<file path="src/design/dfe_pkg.sv">
`default_nettype none

package dfe_pkg;

  // Largest delimiter length the block honors; the window holds eight bytes.
  localparam int unsigned MAX_PATTERN_BYTES = 8;
  localparam int unsigned WIN_BYTES         = 8;
  localparam int unsigned LEN_CAP           =
      (MAX_PATTERN_BYTES < WIN_BYTES) ? MAX_PATTERN_BYTES : WIN_BYTES;

  localparam int unsigned LEN_W   = 4;
  localparam int unsigned CFG_W   = 64;
  localparam int unsigned CFG_IDX_W = 2;

  // Configuration register indexes.
  localparam logic [CFG_IDX_W-1:0] REG_START_PATTERN = 2'd0;
  localparam logic [CFG_IDX_W-1:0] REG_START_LENGTH  = 2'd1;
  localparam logic [CFG_IDX_W-1:0] REG_END_PATTERN   = 2'd2;
  localparam logic [CFG_IDX_W-1:0] REG_END_LENGTH    = 2'd3;

  // Result kinds.
  localparam logic [1:0] KIND_BYTE    = 2'd0;
  localparam logic [1:0] KIND_FOUND   = 2'd1;
  localparam logic [1:0] KIND_MISSING = 2'd2;

  localparam logic [LEN_W-1:0] COUNT_MAX = 4'd15;

  typedef enum logic [2:0] {
    PH_SEEK  = 3'b001,
    PH_FIELD = 3'b010,
    PH_DONE  = 3'b100
  } phase_e;

  typedef struct packed {
    logic [7:0] data_byte;
    logic       string_end;
  } in_item_t;

  typedef struct packed {
    logic [7:0] out_byte;
    logic [1:0] out_kind;
    logic       run_last;
  } out_item_t;

endpackage

`default_nettype wire

</file>
<file path="src/design/delimited_field_extractor_core.sv">
// Each result is queued as its input byte is accepted and is offered after earlier results.
// One input byte per cycle while input ready is high; each byte yields zero, one or two results.
// A four-entry result queue takes up to two results per byte and, while output ready
// is high, drains one per cycle, so input ready is low only while it holds more than two results.
// Reset (rst_ni, asynchronous, active low) clears the queue, the search state and window,
// and loads the registers with all-zero patterns of length one.
`default_nettype none

module delimited_field_extractor_core (
  input  wire                                    clk_i,
  input  wire                                    rst_ni,
  input  wire                                    cfg_we_i,
  input  wire  [dfe_pkg::CFG_IDX_W-1:0]          cfg_idx_i,
  input  wire  [dfe_pkg::CFG_W-1:0]              cfg_data_i,
  input  wire                                    in_valid_i,
  output logic                                   in_ready_o,
  input  dfe_pkg::in_item_t                      in_data_i,
  output logic                                   out_valid_o,
  input  wire                                    out_ready_i,
  output dfe_pkg::out_item_t                     out_data_o
);

  localparam int unsigned QDEPTH = 4;
  localparam int unsigned QPTR_W = $clog2(QDEPTH);
  localparam int unsigned QCNT_W = $clog2(QDEPTH + 1);

  // Configuration registers.
  logic [63:0]                   start_pat_q;
  logic [dfe_pkg::LEN_W-1:0]     start_len_q;
  logic [63:0]                   end_pat_q;
  logic [dfe_pkg::LEN_W-1:0]     end_len_q;

  // Search state.
  dfe_pkg::phase_e               phase_q, phase_d;
  logic [63:0]                   win_q, win_d;
  logic [dfe_pkg::LEN_W-1:0]     cnt_q, cnt_d;

  // Result queue.
  dfe_pkg::out_item_t            queue_q [QDEPTH];
  logic [QPTR_W-1:0]             wr_ptr_q, rd_ptr_q;
  logic [QCNT_W-1:0]             count_q;

  // Results produced by the byte at the input.
  dfe_pkg::out_item_t            res0, res1;
  logic [1:0]                    push_n;

  logic                          in_accept, out_accept;

  assign in_accept  = in_valid_i && in_ready_o;
  assign out_accept = out_valid_o && out_ready_i;

  // Room for the worst case of two results from the next byte.
  assign in_ready_o  = (count_q <= QCNT_W'(QDEPTH - 2));
  assign out_valid_o = (count_q != '0);
  assign out_data_o  = queue_q[rd_ptr_q];

  // Lengths above the window are treated as the window size.
  function automatic logic [dfe_pkg::LEN_W-1:0] clamp_len(input logic [dfe_pkg::LEN_W-1:0] v);
    if (v > dfe_pkg::LEN_W'(dfe_pkg::LEN_CAP)) begin
      return dfe_pkg::LEN_W'(dfe_pkg::LEN_CAP);
    end
    return v;
  endfunction

  // True when the lowest len bytes of the window equal those of the pattern.
  function automatic logic window_match(input logic [63:0] win, input logic [63:0] pat,
                                        input logic [dfe_pkg::LEN_W-1:0] len);
    logic [63:0] mask;
    for (int i = 0; i < 8; i++) begin
      mask[8*i +: 8] = (dfe_pkg::LEN_W'(i) < len) ? 8'hFF : 8'h00;
    end
    return ((win ^ pat) & mask) == 64'd0;
  endfunction

  function automatic logic [dfe_pkg::LEN_W-1:0] sat_inc(input logic [dfe_pkg::LEN_W-1:0] v);
    return (v == dfe_pkg::COUNT_MAX) ? v : v + 1'b1;
  endfunction

  // One pass over the incoming byte: update the search state and form up to two results.
  always_comb begin
    logic [dfe_pkg::LEN_W-1:0] slen, elen, cnt1, sel;
    logic [63:0]               win1;
    logic                      consumed;
    dfe_pkg::out_item_t        res [2];
    logic [1:0]                n;

    slen     = clamp_len(start_len_q);
    elen     = clamp_len(end_len_q);
    phase_d  = phase_q;
    win_d    = win_q;
    cnt_d    = cnt_q;
    consumed = 1'b0;
    n        = 2'd0;
    res[0]   = '0;
    res[1]   = '0;
    cnt1     = '0;
    win1     = '0;
    sel      = '0;

    // Seeking the start delimiter.
    if (phase_q == dfe_pkg::PH_SEEK) begin
      if (slen != '0) begin
        consumed = 1'b1;
        win1     = {win_q[55:0], in_data_i.data_byte};
        cnt1     = sat_inc(cnt_q);
        win_d    = win1;
        cnt_d    = cnt1;
        if ((cnt1 >= slen) && window_match(win1, start_pat_q, slen)) begin
          phase_d = dfe_pkg::PH_FIELD;
          win_d   = '0;
          cnt_d   = '0;
          if (elen == '0) begin
            res[n[0]] = '{out_byte: 8'd0, out_kind: dfe_pkg::KIND_FOUND, run_last: 1'b0};
            n         = n + 2'd1;
            phase_d   = dfe_pkg::PH_DONE;
          end
        end
      end else begin
        // An empty start pattern matches before this byte, so the byte is field data.
        phase_d = dfe_pkg::PH_FIELD;
        win_d   = '0;
        cnt_d   = '0;
      end
    end

    // Inside the field: release the byte that has aged past the end delimiter length.
    if ((phase_d == dfe_pkg::PH_FIELD) && !consumed) begin
      if (elen == '0) begin
        res[n[0]] = '{out_byte: 8'd0, out_kind: dfe_pkg::KIND_FOUND, run_last: 1'b0};
        n         = n + 2'd1;
        phase_d   = dfe_pkg::PH_DONE;
      end else begin
        if (cnt_d >= elen) begin
          sel       = elen - 1'b1;
          res[n[0]] = '{out_byte: win_d[{sel[2:0], 3'b000} +: 8],
                        out_kind: dfe_pkg::KIND_BYTE, run_last: 1'b0};
          n         = n + 2'd1;
        end
        win1  = {win_d[55:0], in_data_i.data_byte};
        cnt1  = sat_inc(cnt_d);
        win_d = win1;
        cnt_d = cnt1;
        if ((cnt1 >= elen) && window_match(win1, end_pat_q, elen)) begin
          res[n[0]] = '{out_byte: 8'd0, out_kind: dfe_pkg::KIND_FOUND, run_last: 1'b0};
          n         = n + 2'd1;
          phase_d   = dfe_pkg::PH_DONE;
        end
      end
    end

    // End of string: report a miss if no field was completed, then start fresh.
    if (in_data_i.string_end) begin
      if ((phase_d == dfe_pkg::PH_SEEK) || (phase_d == dfe_pkg::PH_FIELD)) begin
        res[n[0]] = '{out_byte: 8'd0, out_kind: dfe_pkg::KIND_MISSING, run_last: 1'b0};
        n         = n + 2'd1;
      end
      phase_d = dfe_pkg::PH_SEEK;
      win_d   = '0;
      cnt_d   = '0;
    end

    // The last result of this byte carries the run_last mark.
    case (n)
      2'd1:    res[0].run_last = 1'b1;
      2'd2:    res[1].run_last = 1'b1;
      default: ;
    endcase

    res0   = res[0];
    res1   = res[1];
    push_n = n;
  end

  // Configuration writes must arrive only while the block is idle; the user must ensure it.
  always_ff @(posedge clk_i or negedge rst_ni) begin
    if (!rst_ni) begin
      start_pat_q <= '0;
      start_len_q <= 4'd1;
      end_pat_q   <= '0;
      end_len_q   <= 4'd1;
    end else if (cfg_we_i) begin
      case (cfg_idx_i)
        dfe_pkg::REG_START_PATTERN: start_pat_q <= cfg_data_i;
        dfe_pkg::REG_START_LENGTH:  start_len_q <= cfg_data_i[dfe_pkg::LEN_W-1:0];
        dfe_pkg::REG_END_PATTERN:   end_pat_q   <= cfg_data_i;
        dfe_pkg::REG_END_LENGTH:    end_len_q   <= cfg_data_i[dfe_pkg::LEN_W-1:0];
        default: ;
      endcase
    end
  end

  // Search state advances on every accepted transaction.
  always_ff @(posedge clk_i or negedge rst_ni) begin
    if (!rst_ni) begin
      phase_q <= dfe_pkg::PH_SEEK;
      win_q   <= '0;
      cnt_q   <= '0;
    end else if (in_accept) begin
      phase_q <= phase_d;
      win_q   <= win_d;
      cnt_q   <= cnt_d;
    end
  end

  // Queue pointers and fill level.
  always_ff @(posedge clk_i or negedge rst_ni) begin
    if (!rst_ni) begin
      wr_ptr_q <= '0;
      rd_ptr_q <= '0;
      count_q  <= '0;
    end else begin
      if (in_accept) begin
        wr_ptr_q <= wr_ptr_q + QPTR_W'(push_n);
      end
      if (out_accept) begin
        rd_ptr_q <= rd_ptr_q + 1'b1;
      end
      count_q <= count_q + (in_accept ? QCNT_W'(push_n) : '0) - QCNT_W'(out_accept);
    end
  end

  // Queue storage; the second result of a byte goes one slot after the first.
  always_ff @(posedge clk_i) begin
    if (in_accept) begin
      if (push_n != 2'd0) begin
        queue_q[wr_ptr_q] <= res0;
      end
      if (push_n == 2'd2) begin
        queue_q[wr_ptr_q + 1'b1] <= res1;
      end
    end
  end

  // The queue never holds more results than it has slots.
  a_queue_bound: assert property (@(posedge clk_i) disable iff (!rst_ni)
    count_q <= QCNT_W'(QDEPTH))
    else $error("result queue overflow");

  // The last byte of a string always leaves a clean search state behind.
  a_string_restart: assert property (@(posedge clk_i) disable iff (!rst_ni)
    (in_accept && in_data_i.string_end) |=>
      (phase_q == dfe_pkg::PH_SEEK) && (cnt_q == '0) && (win_q == '0))
    else $error("search state not cleared after end of string");

  // After the field is complete, further bytes of the string produce nothing.
  a_done_silent: assert property (@(posedge clk_i) disable iff (!rst_ni)
    (in_accept && (phase_q == dfe_pkg::PH_DONE) && !in_data_i.string_end) |-> (push_n == 2'd0))
    else $error("result produced after field completed");

endmodule

`default_nettype wire

</file>
<file path="config.mk">
export PLATFORM = sky130hd
export DESIGN_NAME = delimited_field_extractor_core
export DESIGN_NICKNAME = d
export VERILOG_FILES = /design/src/design/dfe_pkg.sv /design/src/design/delimited_field_extractor_core.sv
export SDC_FILE = /design/constraint.sdc
export NUM_CORES = 1
export LEC_CHECK = 0
export ABC_AREA = 1
export BUFFER_PORTS_ARGS = -buffer_cell sky130_fd_sc_hd__clkbuf_2
export CAP_MARGIN = 10
export CELL_PAD_IN_SITES_DETAIL_PLACEMENT = 1
export CELL_PAD_IN_SITES_GLOBAL_PLACEMENT = 2
export CORE_AREA = 2 2 150 298
export DETAILED_ROUTE_END_ITERATION = 7
export DIE_AREA = 0 0 152 300
export GPL_TIMING_DRIVEN = 0
export MAX_ROUTING_LAYER = met4
export PLACE_DENSITY_LB_ADDON = 0.12
export RECOVER_POWER = 100
export SLEW_MARGIN = 20
export SYNTH_ARGS = -nofsm -noshare
export SYNTH_HDL_FRONTEND = slang
export SYNTH_SLANG_ARGS = --single-unit
</file>
<file path="constraint.sdc">
create_clock -name clk_i -period 8.7 [get_ports clk_i]
set_clock_uncertainty 0.05 [all_clocks]
set_input_delay 1.305 -clock clk_i [delete_from_list [all_inputs] [get_ports clk_i]]
set_output_delay 1.305 -clock clk_i [all_outputs]
set_load 0.01 [all_outputs]
</file>
======== Word-level counts from Yosys, hierarchy flattened ========
Memories as Yosys holds them, arrays and structs flattened.
Cells that the tools add are included.
storage, ports and cells
  register bits ........................... 214
  RAM bits ................................ 44
  bits of input ports ..................... 80
  output and inout bits ................... 13
  word-level logic and storage cells ...... 185
  memories kept ........................... 1
operators by class
  $add $sub $neg .......................... 11
  order comparisons ....................... 28
  equality and inequality tests ........... 11
  shift operators ......................... 1
  muxes and demuxes ....................... 86
  bitwise logic cells ..................... 16
  reduce and logical (&&, ||, !) cells .... 21
memories
  name     depth  bits a word  rd ports  clocked after Yosys merged registers in  wr ports  line                                  source
  queue_q  4      11           1         0                                        2         delimited_field_extractor_core.sv:39  dfe_pkg::out_item_t queue_q [QDEPTH];
operators by type and width
  cell                                                       number
  2-to-1 mux 64 bit                                          6
  2-to-1 mux 22 bit                                          8
  bitwise AND 64 bit                                         2
  zero test 64 bit                                           2
  2-to-1 mux 8 bit                                           16
  XOR 64 bit                                                 2
  indexed part select 64 x 7 -> 8 bit                        1
  NOT 20 bit                                                 3
  2-to-1 mux 4 bit                                           12
  bitwise AND 20 bit                                         2
  demux 11 bit (select 1 bit)                                3
  2-to-1 mux 11 bit                                          3
  less-than comparator 3 x 4 -> 1 bit, first input constant  8
  2-to-1 mux 2 bit                                           13
  2-to-1 mux 3 bit                                           8
  bitwise mux 22 bit                                         1
  bitwise AND 11 x 20 -> 20 bit                              1
  less-than comparator 1 x 4 -> 1 bit, first input constant  4
  less-than comparator 2 x 4 -> 1 bit, first input constant  4
  2-to-1 mux 1 bit                                           16
  >= comparator 4 bit                                        3
  adder 2 x 1 -> 2 bit, second input constant                5
  adder 4 x 1 -> 4 bit, second input constant                2
  == test 4 bit, second input constant                       2
  other kinds (23)                                           47

======== Depth between registers and ports, before layout ========
Gate-level depths: netlist of the first run.
  depth after elaboration ................. 29
  depth in mapped cells ................... 49
  gate-level depth less buffers ........... 47

======== Least setup slack after synthesis of the first run ========
OpenSTA, ideal clock, no wires.
  kind .................................... input-to-reg
  start ................................... input port in_data_i[4] in the netlist's numbering
  end ..................................... register count_q[2]
  arrival ................................. 6801 ps
  data required time ...................... 8521 ps
  path slack .............................. 1721 ps
  stages .................................. 46
  path buffers ............................ 3
  path through ............................ inv_2 > nand2_1 > nand2_1 > nand2_1 > nor2_1 > nand2_1 > nand2_1 > nand2_1 > nor2_2 > nand3_2 > buf_6 > buf_6 > nand2_2 > clkbuf_1 > o22ai_1 > ha_1 > nand2_1 > inv_1 > (+10 left out) > nand3_1 > nor2_1 > nand2_1 > inv_2 > ha_1 > nor2_1 > o21ai_2 > ha_1 > o21ai_2 > inv_2 > nand2_1 > ha_1 > inv_1 > ha_1 > inv_1 > fa_1 > xnor2_1 > xor2_1
between the ends
  word-level cells in the longest chain between the ends .. 21
  elaborated cells between the ends (all ways) .. 47
RTL lines
  item                                                      line                                                                          source
  start: declaration                                        delimited_field_extractor_core.sv:17                                          input dfe_pkg::in_item_t in_data_i,
  XOR 64 bit                                                delimited_field_extractor_core.sv:72                                          return ((win ^ pat) & mask) == 64'd0;
  bitwise AND 64 bit                                        delimited_field_extractor_core.sv:72
  zero test 64 bit                                          delimited_field_extractor_core.sv:72
  logical AND 1 bit                                         delimited_field_extractor_core.sv:108                                         if ((cnt1 >= slen) && window_match(win1, start_pat_q, slen)) begin
  2-to-1 mux 4 bit (tied with other cells)                  delimited_field_extractor_core.sv:108
  2-to-1 mux 4 bit (tied with other cells)                  delimited_field_extractor_core.sv:102                                         if (slen != '0) begin
  2-to-1 mux 4 bit (tied with other cells)                  delimited_field_extractor_core.sv:101                                         if (phase_q == dfe_pkg::PH_SEEK) begin
  >= comparator 4 bit (tied with other cells)               delimited_field_extractor_core.sv:133                                         if (cnt_d >= elen) begin
  (+5 left out)                                             -
  2-to-1 mux 2 bit or 2-to-1 mux 3 bit (tied branches)      delimited_field_extractor_core.sv:128, delimited_field_extractor_core.sv:127
  2-to-1 mux 2 bit (tied with other cells)                  delimited_field_extractor_core.sv:127                                         if ((phase_d == dfe_pkg::PH_FIELD) && !consumed) begin
  adder 2 x 1 -> 2 bit or logical OR 1 bit (tied branches)  delimited_field_extractor_core.sv:155, delimited_field_extractor_core.sv:153
  2-to-1 mux 2 bit                                          delimited_field_extractor_core.sv:153                                         if ((phase_d == dfe_pkg::PH_SEEK) || (phase_d == dfe_pkg::PH_FIELD)) begin
  2-to-1 mux 2 bit (*)                                      delimited_field_extractor_core.sv:152                                         if (in_data_i.string_end) begin
  2-to-1 mux 2 bit (*)                                      delimited_field_extractor_core.sv:218                                         count_q <= count_q + (in_accept ? QCNT_W'(push_n) : '0) - QCNT_W'(out_accept);
  adder 3 x 2 -> 3 bit (*)                                  delimited_field_extractor_core.sv:218
  subtractor 3 x 1 -> 3 bit (*)                             delimited_field_extractor_core.sv:218
  end signal: assignment                                    delimited_field_extractor_core.sv:218
  end: declaration                                          delimited_field_extractor_core.sv:41                                          logic [QCNT_W-1:0] count_q;
Mark *: on every way between the ends. The rest lies on a longest branch, timed or not. The select of a mux whose other input is x is not followed.
A chain may end at the register's enable or synchronous reset.

==> results of run 1 <==
-- cells in the mapped netlist (3+ instances only) --
master and number:
nand3_2 3, clkbuf_1 84, nand3b_1 49, nor2_2 3
inv_2 12, dfstp_2 3, o211ai_1 8, inv_4 4
inv_1 236, o311ai_0 3, xor2_1 11, ha_1 25
buf_2 4, nand2_2 6, nand2_1 681, nand3_4 4
nor2_1 213, edfxtp_1 44, dfrtp_1 211, o21ai_0 285
o21ai_1 3, a21oi_1 44, nand3_1 46, a32o_1 3
xnor2_1 42, o22ai_1 72
-- registers in the layout (all words and copies together), names as in the netlist, 4 cells and up --
name         count
cnt_q            4
start_pat_q     64
win_q           64
end_pat_q       64
queue_q         44
end_len_q        4
start_len_q      4
-- worst max path at each step --
stage                     to  slack, ns
2_1_floorplan     count_q[2]       1.72
3_3_place_gp      count_q[2]       0.09
3_5_place_dp      count_q[2]      -0.04
4_1_cts           count_q[2]       0.41
5_1_grt        queue_q[1][5]       0.04
6_report       queue_q[1][5]       0.71
-- kinds of logic (layout without fill, tap and decap cells) --
kind of cell / after synthesis / count (layout) / synth area share, %
AO/OA/AOI/OAI: 431 / 431 / 15.3
XOR/XNOR: 53 / 53 / 3.02
other: 0 / 2 / 0
buffers and inverters: 343 / 487 / 8.58
adder cells (fa/ha/maj): 26 / 26 / 2.17
flip-flops: 258 / 258 / 43.5
AND/OR/NAND/NOR: 1015 / 1015 / 27.4
-- routing by layer --
layer	global-route usage [%]	vias to the layer above	share of wire, %
li1	-	7088	-
met1	26.7	7451	32
met2	58.2	332	56
met3	2.83	214	2.8
met4	22.4	0	9.2
met5	-	-	0
-- where the power goes --
part	total (mW)	switching (mW)	leakage [nW]	internal [mW]
clock network	1.28	0.549	0.461	0.728
registers	1.78	0.281	3.15	1.50
logic	2.64	1.90	4.77	0.742
-- critical path, delay by kind of cell (launching register included) --
family / cells / cell delay [ns]
flops: 1 / 0.38
buf+inv: 10 / 1.26
xor+xnor: 1 / 0.21
fa+ha+maj: 5 / 1.27
compound gates: 7 / 1.27
simple gates: 21 / 3.14
-- stage by stage --
step           utilization [%]  std cells  area, µm²  setup slack, ns  power (mW)
5_1_grt                   40.1       2821      17400           0.0437        6.05
3_5_place_dp              38.2       2770      16600          -0.0381        4.45
3_3_place_gp              38.0       2768      16500           0.0851        4.38
2_1_floorplan                -       2126      15300             1.72        3.32
4_1_cts                   40.4       2820      17500            0.412        5.75
6_report                  40.1       2822      17400            0.706        5.70
-- layout make-up --
class,count,area [µm²]
diodes,2,5.00
clock inverters,16,204
inverters,252,951
fillers,5580,26000
well taps,550,688
plain buffers,91,363
repair buffers,94,457
flip-flops and latches,258,6680
clock buffers,34,742
multi-input cells,1525,7320
-- timing repair --
action,in CTS,in global routing
endpoints found under the hold margin,0,0
resized for setup,0,3
setup endpoints to repair,0,1
hold buffers,0,0
==> flow_summary.toml, run 1 <==
[grt]
antenna_found_initial = 1
grt_pass1_wl_um = 99800
overflow = 0
grt_util_all_layers_pct = 30.2
grt_max_degree = 83
grt_pass1_vias = 16323

[setup_path]
crit_slowest_cell = "nand2_1"
critPathKind = "flip-flop to flip-flop"
rr_startpoint = "cnt_q[0]"
crit_path_frequent_cell = "nand2_1"
critPathLaunch = "cnt_q[0]"
critPathMaxFanout = 11
required_ns = 8.85
start_kind = "flip-flop"
worst_ep_arrival_time_ns = 8.15
r2r_slack_ns = 0.71
end_kind = "flip-flop"
r2r_cells = 44
rr_endpoint = "queue_q[1][5]"
slowest_delay_ns = 0.51

[route]
vias = 15085
wl_per_cell_um = 23.8
firstDrtPassIters = 5
drc = 0
drt_iter0_markers = 624
routed_wl_um = 67200
via_per_inst = 5.35
ant_nets = 0

[synthesis]
synth_edf_count = 44
ys_top_cells_by_area = "dfrtp_1, nand2_1, o21ai_0"
ys.flop_type = "dfrtp_1"
synth-seq-cells = 258
yosysWarnings = 0
syn_inst = 2126
ys_types = 45
yosysSeqAreaShare_pct = 43.5
netlist_area_mm2 = 0.0153
synthArstFlopShare_pct = 82.9
avgSynthCellArea_um2 = 7.22
yosysTopAreaCellShare_pct = 34.4
synth_top_cell_by_area = "dfrtp_1"
synth_nets = 2232

[power_and_ir_drop]
power_density_mw_per_mm2 = 327
ir_drop_mv = 0.175
p_leak_nw = 8.39

[cts]
cts_buffers = 27
cts_setup_buffers = 0
clk_latency_ns = 0.58
cts.path.max_buffers = 3
clkSinkCount = 258
h-tree-depth = 1
ctsRootBufferMaster = "clkbuf_16"
cts_tree = "done"
path_clk_slew_ns = 0.07

[finish]
syn2layout_area_growth_pct = 13.4
fin_nets = 2355
final_cell_mix = "nand2_1, o21ai_0, inv_1"
drive_gt1_share_pct = 7.31
final_common_cell = "nand2_1"

[worst_hold_path]
min_delay_path_depth = 2
holdCritStartpoint = "end_len_q[1]"
hp-class = "flip-flop to flip-flop"
min_to = "end_len_q[1]"

[place]
place.gp.congestion = 0.968
dp_hpwl_um = 53000
io_buffers = 92

[floorplanning]
std_cell_rows = 108
die_width_um = 152
dieArea_mm2 = 0.0456
fp.dieH_um = 300
ios = 93
start_util_pct = 35.4
core_mm2 = 0.0434

[sta]
worstMarginPinSlew_ns = 4.10
post-route-period-util_pct = 91.9
slew_violations = 219
finalHoldViolations = 0
whs_ns = 0.448
setup_viol = 0
rsz0062_at_grt = "no"
relSlewSlack_pct = -173
fin_setup_tns_ns = 0
max_freq_ghz = 0.125
min_period_ns = 7.99

[job]
cap_violations = 3

[run_status]
violations = "max-capacitance violations, max-slew violations"
status = "finished with violations"
Power figures use the tool's default switching activity.
==> inputs of run 2 (changes only) <==
--- a/config.mk
+++ b/config.mk
@@ -7,12 +7,13 @@
 export LEC_CHECK = 0
 export ABC_AREA = 1
 export BUFFER_PORTS_ARGS = -buffer_cell sky130_fd_sc_hd__clkbuf_2
-export CAP_MARGIN = 10
+export CAP_MARGIN = 20
 export CELL_PAD_IN_SITES_DETAIL_PLACEMENT = 1
 export CELL_PAD_IN_SITES_GLOBAL_PLACEMENT = 2
-export CORE_AREA = 2 2 150 298
+export CORE_AREA = 2 2 148 294
+export CTS_BUF_LIST = sky130_fd_sc_hd__clkbuf_4
 export DETAILED_ROUTE_END_ITERATION = 7
-export DIE_AREA = 0 0 152 300
+export DIE_AREA = 0 0 150 296
 export GPL_TIMING_DRIVEN = 0
 export MAX_ROUTING_LAYER = met4
 export PLACE_DENSITY_LB_ADDON = 0.12
==> constraint.sdc (replaced) <==
create_clock -name clk_i -period 7.6 [get_ports clk_i]
set_clock_uncertainty 0.05 [all_clocks]
set_input_delay 1.14 -clock clk_i [delete_from_list [all_inputs] [get_ports clk_i]]
set_output_delay 1.14 -clock clk_i [all_outputs]
set_load 0.01 [all_outputs]
==> run 2 against run 1 <==
Against the previous run:
- the run still ends with max-capacitance violations, max-slew violations left
- critical path depth is 1 higher
- sequential cell count is the same
- combinational power increased by 14%
- global-route usage is 0.95 points lower
- first-iteration DRC count grew 9.8%
- via count is 0.61% lower
- count of clock-buffer cells in the layout rose by 67
- sequential power up 13%
- worst setup slack worse by 0.28 ns
- critical path type unchanged
- largest cell class unchanged
==> flow_summary.toml, run 2 (synthesis results as in run 1) <==
[finish]
drive_gt1_share_pct = 10.3
finalNonFillerCells = 2895
final_cell_mix = "nand2_1, o21ai_0, inv_1"
top_regs = "end_pat_q x64, start_pat_q x64, win_q x64"
final_common_cell = "nand2_1"
fin_nets = 2401
fillers = 5561
syn2layout_area_growth_pct = 13.9

[cts]
path_clk_slew_ns = 0.07
cts_tree = "done"
cts_hold_buffers = 0
h-tree-depth = 3
clkSinkCount = 258
ctsRootBufferMaster = "clkbuf_4"
cts_buffers = 70
cts.path.max_buffers = 3
clk_latency_ns = 0.81

[grt]
grt_max_degree = 79
grt_util_all_layers_pct = 29.2
overflow = 0
grt_pass1_vias = 15561
grt_pass1_wl_um = 93900
antenna_found_initial = 1

[place]
place.gp.congestion = 0.948
io_buffers = 92
dp.cells = 2765
dp_hpwl_um = 46800

[sta]
fin_setup_tns_ns = 0
max_freq_ghz = 0.139
setup_viol = 0
relSlewSlack_pct = -150
slew_violations = 219
finalHoldViolations = 0
min_period_ns = 7.17
post-route-period-util_pct = 94.3
worstMarginPinSlew_ns = 3.75

[setup_path]
slowest_delay_ns = 0.40
crit_slowest_cell = "fa_1"
end_kind = "flip-flop"
required_ns = 8.21
crit_path_frequent_cell = "ha_1"
critPathMaxFanout = 10
worst_ep_arrival_time_ns = 7.78
r2r_cells = 45
start_kind = "flip-flop"
critPathKind = "flip-flop to flip-flop"

[power_and_ir_drop]
power_density_mw_per_mm2 = 364
p_leak_nw = 8.52
ir_drop_mv = 0.175

[floorplanning]
core_mm2 = 0.0423
die_width_um = 150
std_cell_rows = 107
start_util_pct = 36.3
fp.dieH_um = 296
ios = 93
dieArea_mm2 = 0.0444

[route]
firstDrtPassIters = 7
vias = 14993
top_layer = "met4"
m1WireLength_um = 25400
drc = 0
met2WireLength_um = 30200
drt_iter0_markers = 685
ant_nets = 0
via_per_inst = 5.18
wl_per_cell_um = 21.2
routed_wl_um = 61300
met3WireLength_um = 2450

[worst_hold_path]
min_delay_path_depth = 2
hp-class = "flip-flop to flip-flop"

[run_status]
status = "finished with violations"
violations = "max-capacitance violations, max-slew violations"

[job]
cap_violations = 3
run 2: routing by layer:
metal,track usage [%],vias to the layer above
met5,-,-
met4,14.2,0
met3,3.43,135
met2,48.6,376
met1,35.0,7240
li1,-,7242
run 2: cell type report:
type / instances / area, µm² / share of cell area (%)
multi-input combinational: 1525 / 7400 / 42.3
antenna: 6 / 15.0 / 0.0859
clock inverter: 20 / 130 / 0.745
sequential: 258 / 6680 / 38.2
inverter: 252 / 956 / 5.47
tap: 545 / 682 / 3.90
timing repair buffer: 97 / 488 / 2.79
clock buffer: 101 / 758 / 4.34
buffer: 91 / 369 / 2.11
run 2: path summary, 6_finish.rpt:
path | start | end | slack (ns)
min in group asynchronous | rst_ni | start_pat_q[14] | 1.41
max reg2reg | cnt_q[0] | count_q[2] | 0.43
max | cnt_q[0] | count_q[2] | 0.43
min | end_pat_q[60] | end_pat_q[60] | 0.45
max in group asynchronous | rst_ni | win_q[42] | 1.12
min reg2reg | end_pat_q[60] | end_pat_q[60] | 0.45
run 2: through the flow:
step / utilization (%) / hold slack (ns) / area [µm²] / setup WS (ns) / power, mW
detailed placement: 39.1 / 0.440 / 16600 / -0.979 / 4.99
floorplan: - / 0.403 / 15300 / 0.786 / 3.80
CTS: 41.3 / 0.254 / 17500 / 0.0820 / 6.37
global route: 41.3 / 0.480 / 17500 / -0.0349 / 6.83
global placement: 39.0 / 0.434 / 16500 / -0.817 / 4.93
finish: 41.3 / 0.450 / 17500 / 0.430 / 6.36
run 2: worst max-delay path, delay by kind of cell, from the launching register on:
kind / cells / cell delay (ns)
xor+xnor: 3 / 0.54
buf+inv: 11 / 1.09
simple gates: 13 / 1.42
flops: 1 / 0.38
compound gates: 9 / 1.17
fa+ha+maj: 9 / 2.37
run 2: power by group:
group	total [mW]	internal (mW)	switching, mW
sequential	2.01	1.72	0.288
combinational	3.02	0.886	2.14
clock	1.33	0.677	0.656
total	6.36	3.28	3.08
run 2: timing repair:
item                       in CTS  in global routing
buffers inserted                1                  2
setup endpoints to repair      46                 46
gates resized for setup         3                 17
pin swaps                       1                  2
==> inputs of run 3 (changes only) <==
--- a/config.mk
+++ b/config.mk
@@ -5,19 +5,19 @@
 export SDC_FILE = /design/constraint.sdc
 export NUM_CORES = 1
 export LEC_CHECK = 0
-export ABC_AREA = 1
 export BUFFER_PORTS_ARGS = -buffer_cell sky130_fd_sc_hd__clkbuf_2
 export CAP_MARGIN = 20
 export CELL_PAD_IN_SITES_DETAIL_PLACEMENT = 1
 export CELL_PAD_IN_SITES_GLOBAL_PLACEMENT = 2
-export CORE_AREA = 2 2 148 294
+export CORE_AREA = 2 2 137 272
 export CTS_BUF_LIST = sky130_fd_sc_hd__clkbuf_4
 export DETAILED_ROUTE_END_ITERATION = 7
-export DIE_AREA = 0 0 150 296
+export DIE_AREA = 0 0 139 274
 export GPL_TIMING_DRIVEN = 0
 export MAX_ROUTING_LAYER = met4
 export PLACE_DENSITY_LB_ADDON = 0.12
 export RECOVER_POWER = 100
+export SKIP_CTS_REPAIR_TIMING = 1
 export SLEW_MARGIN = 20
 export SYNTH_ARGS = -nofsm -noshare
 export SYNTH_HDL_FRONTEND = slang
==> run 3 against run 2 <==
Against the previous run:
- largest cell class unchanged
- first-iteration DRC count grew 27%
- critical path type unchanged
- wire length shrank 3.2%
- the run ends with design-rule violations, max-capacitance violations, max-slew violations left
- worst setup slack lost 0.14 ns
- core utilization grew 6.5 points
- highest routed layer unchanged
- synthesized cell count shrank 32%
==> flow_summary.toml, run 3 <==
[run_status]
status = "finished with violations"
violations = "design-rule violations, max-capacitance violations, max-slew violations"

[synthesis]
ys.flop_type = "dfrtp_1"
ys_types = 81
ys_top_cells_by_area = "dfrtp_1, mux2_2, edfxtp_1"
synth-compound-area-share_pct = 18.4
syn_inst = 1452
synth_mux_area_share_pct = 13.1
yosysWarnings = 0
netlist_area_mm2 = 0.0149
synth-seq-cells = 258
synth_top_cell_by_area = "dfrtp_1"
yosysSeqAreaShare_pct = 44.7
synth_xor_area_share_pct = 5.04
netlist_top_cells_count = "dfrtp_1, mux2_2, nand2_1, clkbuf_1, inv_1"
yosysTopAreaCellShare_pct = 35.3
yosysMostFrequentCell = "dfrtp_1"
synth_edf_count = 44
synth_nets = 1558
synthSimpleGateAreaFrac_pct = 11.5
synthArstFlopShare_pct = 82.9
avgSynthCellArea_um2 = 10.3
synthAdderAreaFrac_pct = 2.23
synth_top_family_by_area = "compound AO/OA/AOI/OAI gates"

[setup_path]
required_ns = 8.18
worst_ep_arrival_time_ns = 7.89
crit_slowest_cell = "dfstp_2"
critPathLaunch = "phase_q[0]"
crit_end = "count_q[2]"
critPathMaxFanout = 10
r2r_cells = 33
rr_endpoint = "count_q[2]"
slowest_delay_ns = 0.58
crit_path_frequent_cell = "ha_1"
end_kind = "flip-flop"
start_kind = "flip-flop"
critPathKind = "flip-flop to flip-flop"
rr_startpoint = "phase_q[0]"
r2r_slack_ns = 0.29

[cts]
cts_buffers = 60
clkSinkCount = 258
cts.path.max_buffers = 3
path_clk_slew_ns = 0.07
clk_latency_ns = 0.79
ctsRootBufferMaster = "clkbuf_4"
cts_tree = "done"
h-tree-depth = 2

[job]
cap_violations = 1

[floorplanning]
start_util_pct = 41.3
core_mm2 = 0.0362
dieArea_mm2 = 0.0381
fp.dieH_um = 274
die_width_um = 139
ios = 93
std_cell_rows = 99

[finish]
top_regs = "end_pat_q x64, start_pat_q x64, win_q x64"
drive_gt1_share_pct = 27.7
final_common_cell = "dfrtp_1"
finalNonFillerCells = 2115
finish.utilization_pct = 47.8
fin_nets = 1717
final_cell_mix = "dfrtp_1, mux2_2, nand2_1"
syn2layout_area_growth_pct = 15.6
fillers = 4095

[route]
via_per_inst = 6.12
routed_wl_um = 59400
firstDrtPassIters = 8
wl_per_cell_um = 28.1
drt_iter0_markers = 870
vias = 12938
ant_nets = 0
drc = 4

[sta]
max_freq_ghz = 0.137
worstMarginPinSlew_ns = 3.00
setup_viol = 0
whs_ns = 0.464
min_period_ns = 7.31
post-route-period-util_pct = 96.2
relSlewSlack_pct = -99.9
finalHoldViolations = 0
slew_violations = 48

[place]
dp_hpwl_um = 44700
io_buffers = 85
place.gp.congestion = 0.951
dp.cells = 1996

[grt]
grtUsageMet3_pct = 3.93
grt_pass1_vias = 13807
antenna_found_initial = 1
grt_max_degree = 89
grt_busiest_layer = "met2"
grt_pass1_wl_um = 88500
overflow = 0
grt_util_met1_pct = 36.8
grt_util_all_layers_pct = 31.8
use_met2_pct = 54.5

[worst_hold_path]
hp-class = "flip-flop to flip-flop"

[power_and_ir_drop]
p_leak_nw = 7.17
power_density_mw_per_mm2 = 346
fin_total_pwr_mw = 5.98
ir_drop_mv = 0.189
-- run 3: cell count changes in the layout (fill, tap and decap cells not counted), sizes merged, moves of 53 or more --
cell,before,now
nand2,687,129
clkbuf,276,223
o21ai,290,63
nor2,219,66
mux2,0,145
inv,254,84
a22o,0,70
-- run 3: per-stage QoR --
stage	setup TNS, ns	instance area [µm²]	setup slack [ns]
floorplan	0	14900	0.116
global placement	-142.39	15900	-2.30
detailed placement	-126.25	16000	-2.06
CTS	-101.90	16800	-1.82
global route	-0.0557	17300	-0.0557
finish	0	17300	0.286
-- run 3: kinds of logic (layout without fill, tap and decap cells) --
family,count (synthesis),in the layout
other,0,1
adder cells (fa/ha/maj),26,26
multiplexers,163,163
XOR/XNOR,86,86
buffers and inverters,189,397
flip-flops,258,258
AO/OA/AOI/OAI,379,379
AND/OR/NAND/NOR,351,351
-- run 3: critical path, delay by kind of cell (launching register included) --
kind / cells / cell delay, ns
adder cells (fa/ha/maj): 7 / 1.85
AO/OA/AOI/OAI: 8 / 1.43
buffers and inverters: 8 / 1.35
AND/OR/NAND/NOR: 7 / 1.26
flip-flops: 1 / 0.58
multiplexers: 1 / 0.37
XOR/XNOR: 2 / 0.30
-- run 3: report_power, final --
group	total [mW]	internal (mW)	switching, mW
Sequential	2.05	1.66	0.389
Clock	1.13	0.543	0.588
Combinational	2.79	1.02	1.77
Total	5.98	3.23	2.75
-- run 3: worst min path at each step --
stage,from,slack (ns),endpoint,depth (start not counted)
global route,end_pat_q[13],0.49,end_pat_q[13],1
floorplan,count_q[2],0.41,count_q[2],1
global placement,count_q[2],0.43,count_q[2],1
finish,end_pat_q[14],0.46,end_pat_q[14],1
detailed placement,end_pat_q[14],0.45,end_pat_q[14],1
CTS,rst_ni,0.22,win_q[32],1
-- run 3: per-layer routing --
layer,wire length [µm],part of all wire (%)
met3,2570,4.3
met2,30000,51
met4,3770,6.4
met5,0,0
met1,23000,39
-- run 3: cell type report --
| class | instances | area (µm²) | area share (%) |
|---|---|---|---|
| Multi-Input combinational cell | 1005 | 7810 | 45.2 |
| Sequential cell | 258 | 6700 | 38.8 |
| Timing Repair Buffer | 128 | 783 | 4.53 |
| Clock buffer | 83 | 623 | 3.61 |
| Tap cell | 454 | 568 | 3.29 |
| Buffer | 74 | 329 | 1.90 |
| Inverter | 84 | 315 | 1.83 |
| Clock inverter | 28 | 144 | 0.833 |
| Antenna cell | 1 | 2.50 | 0.0145 |
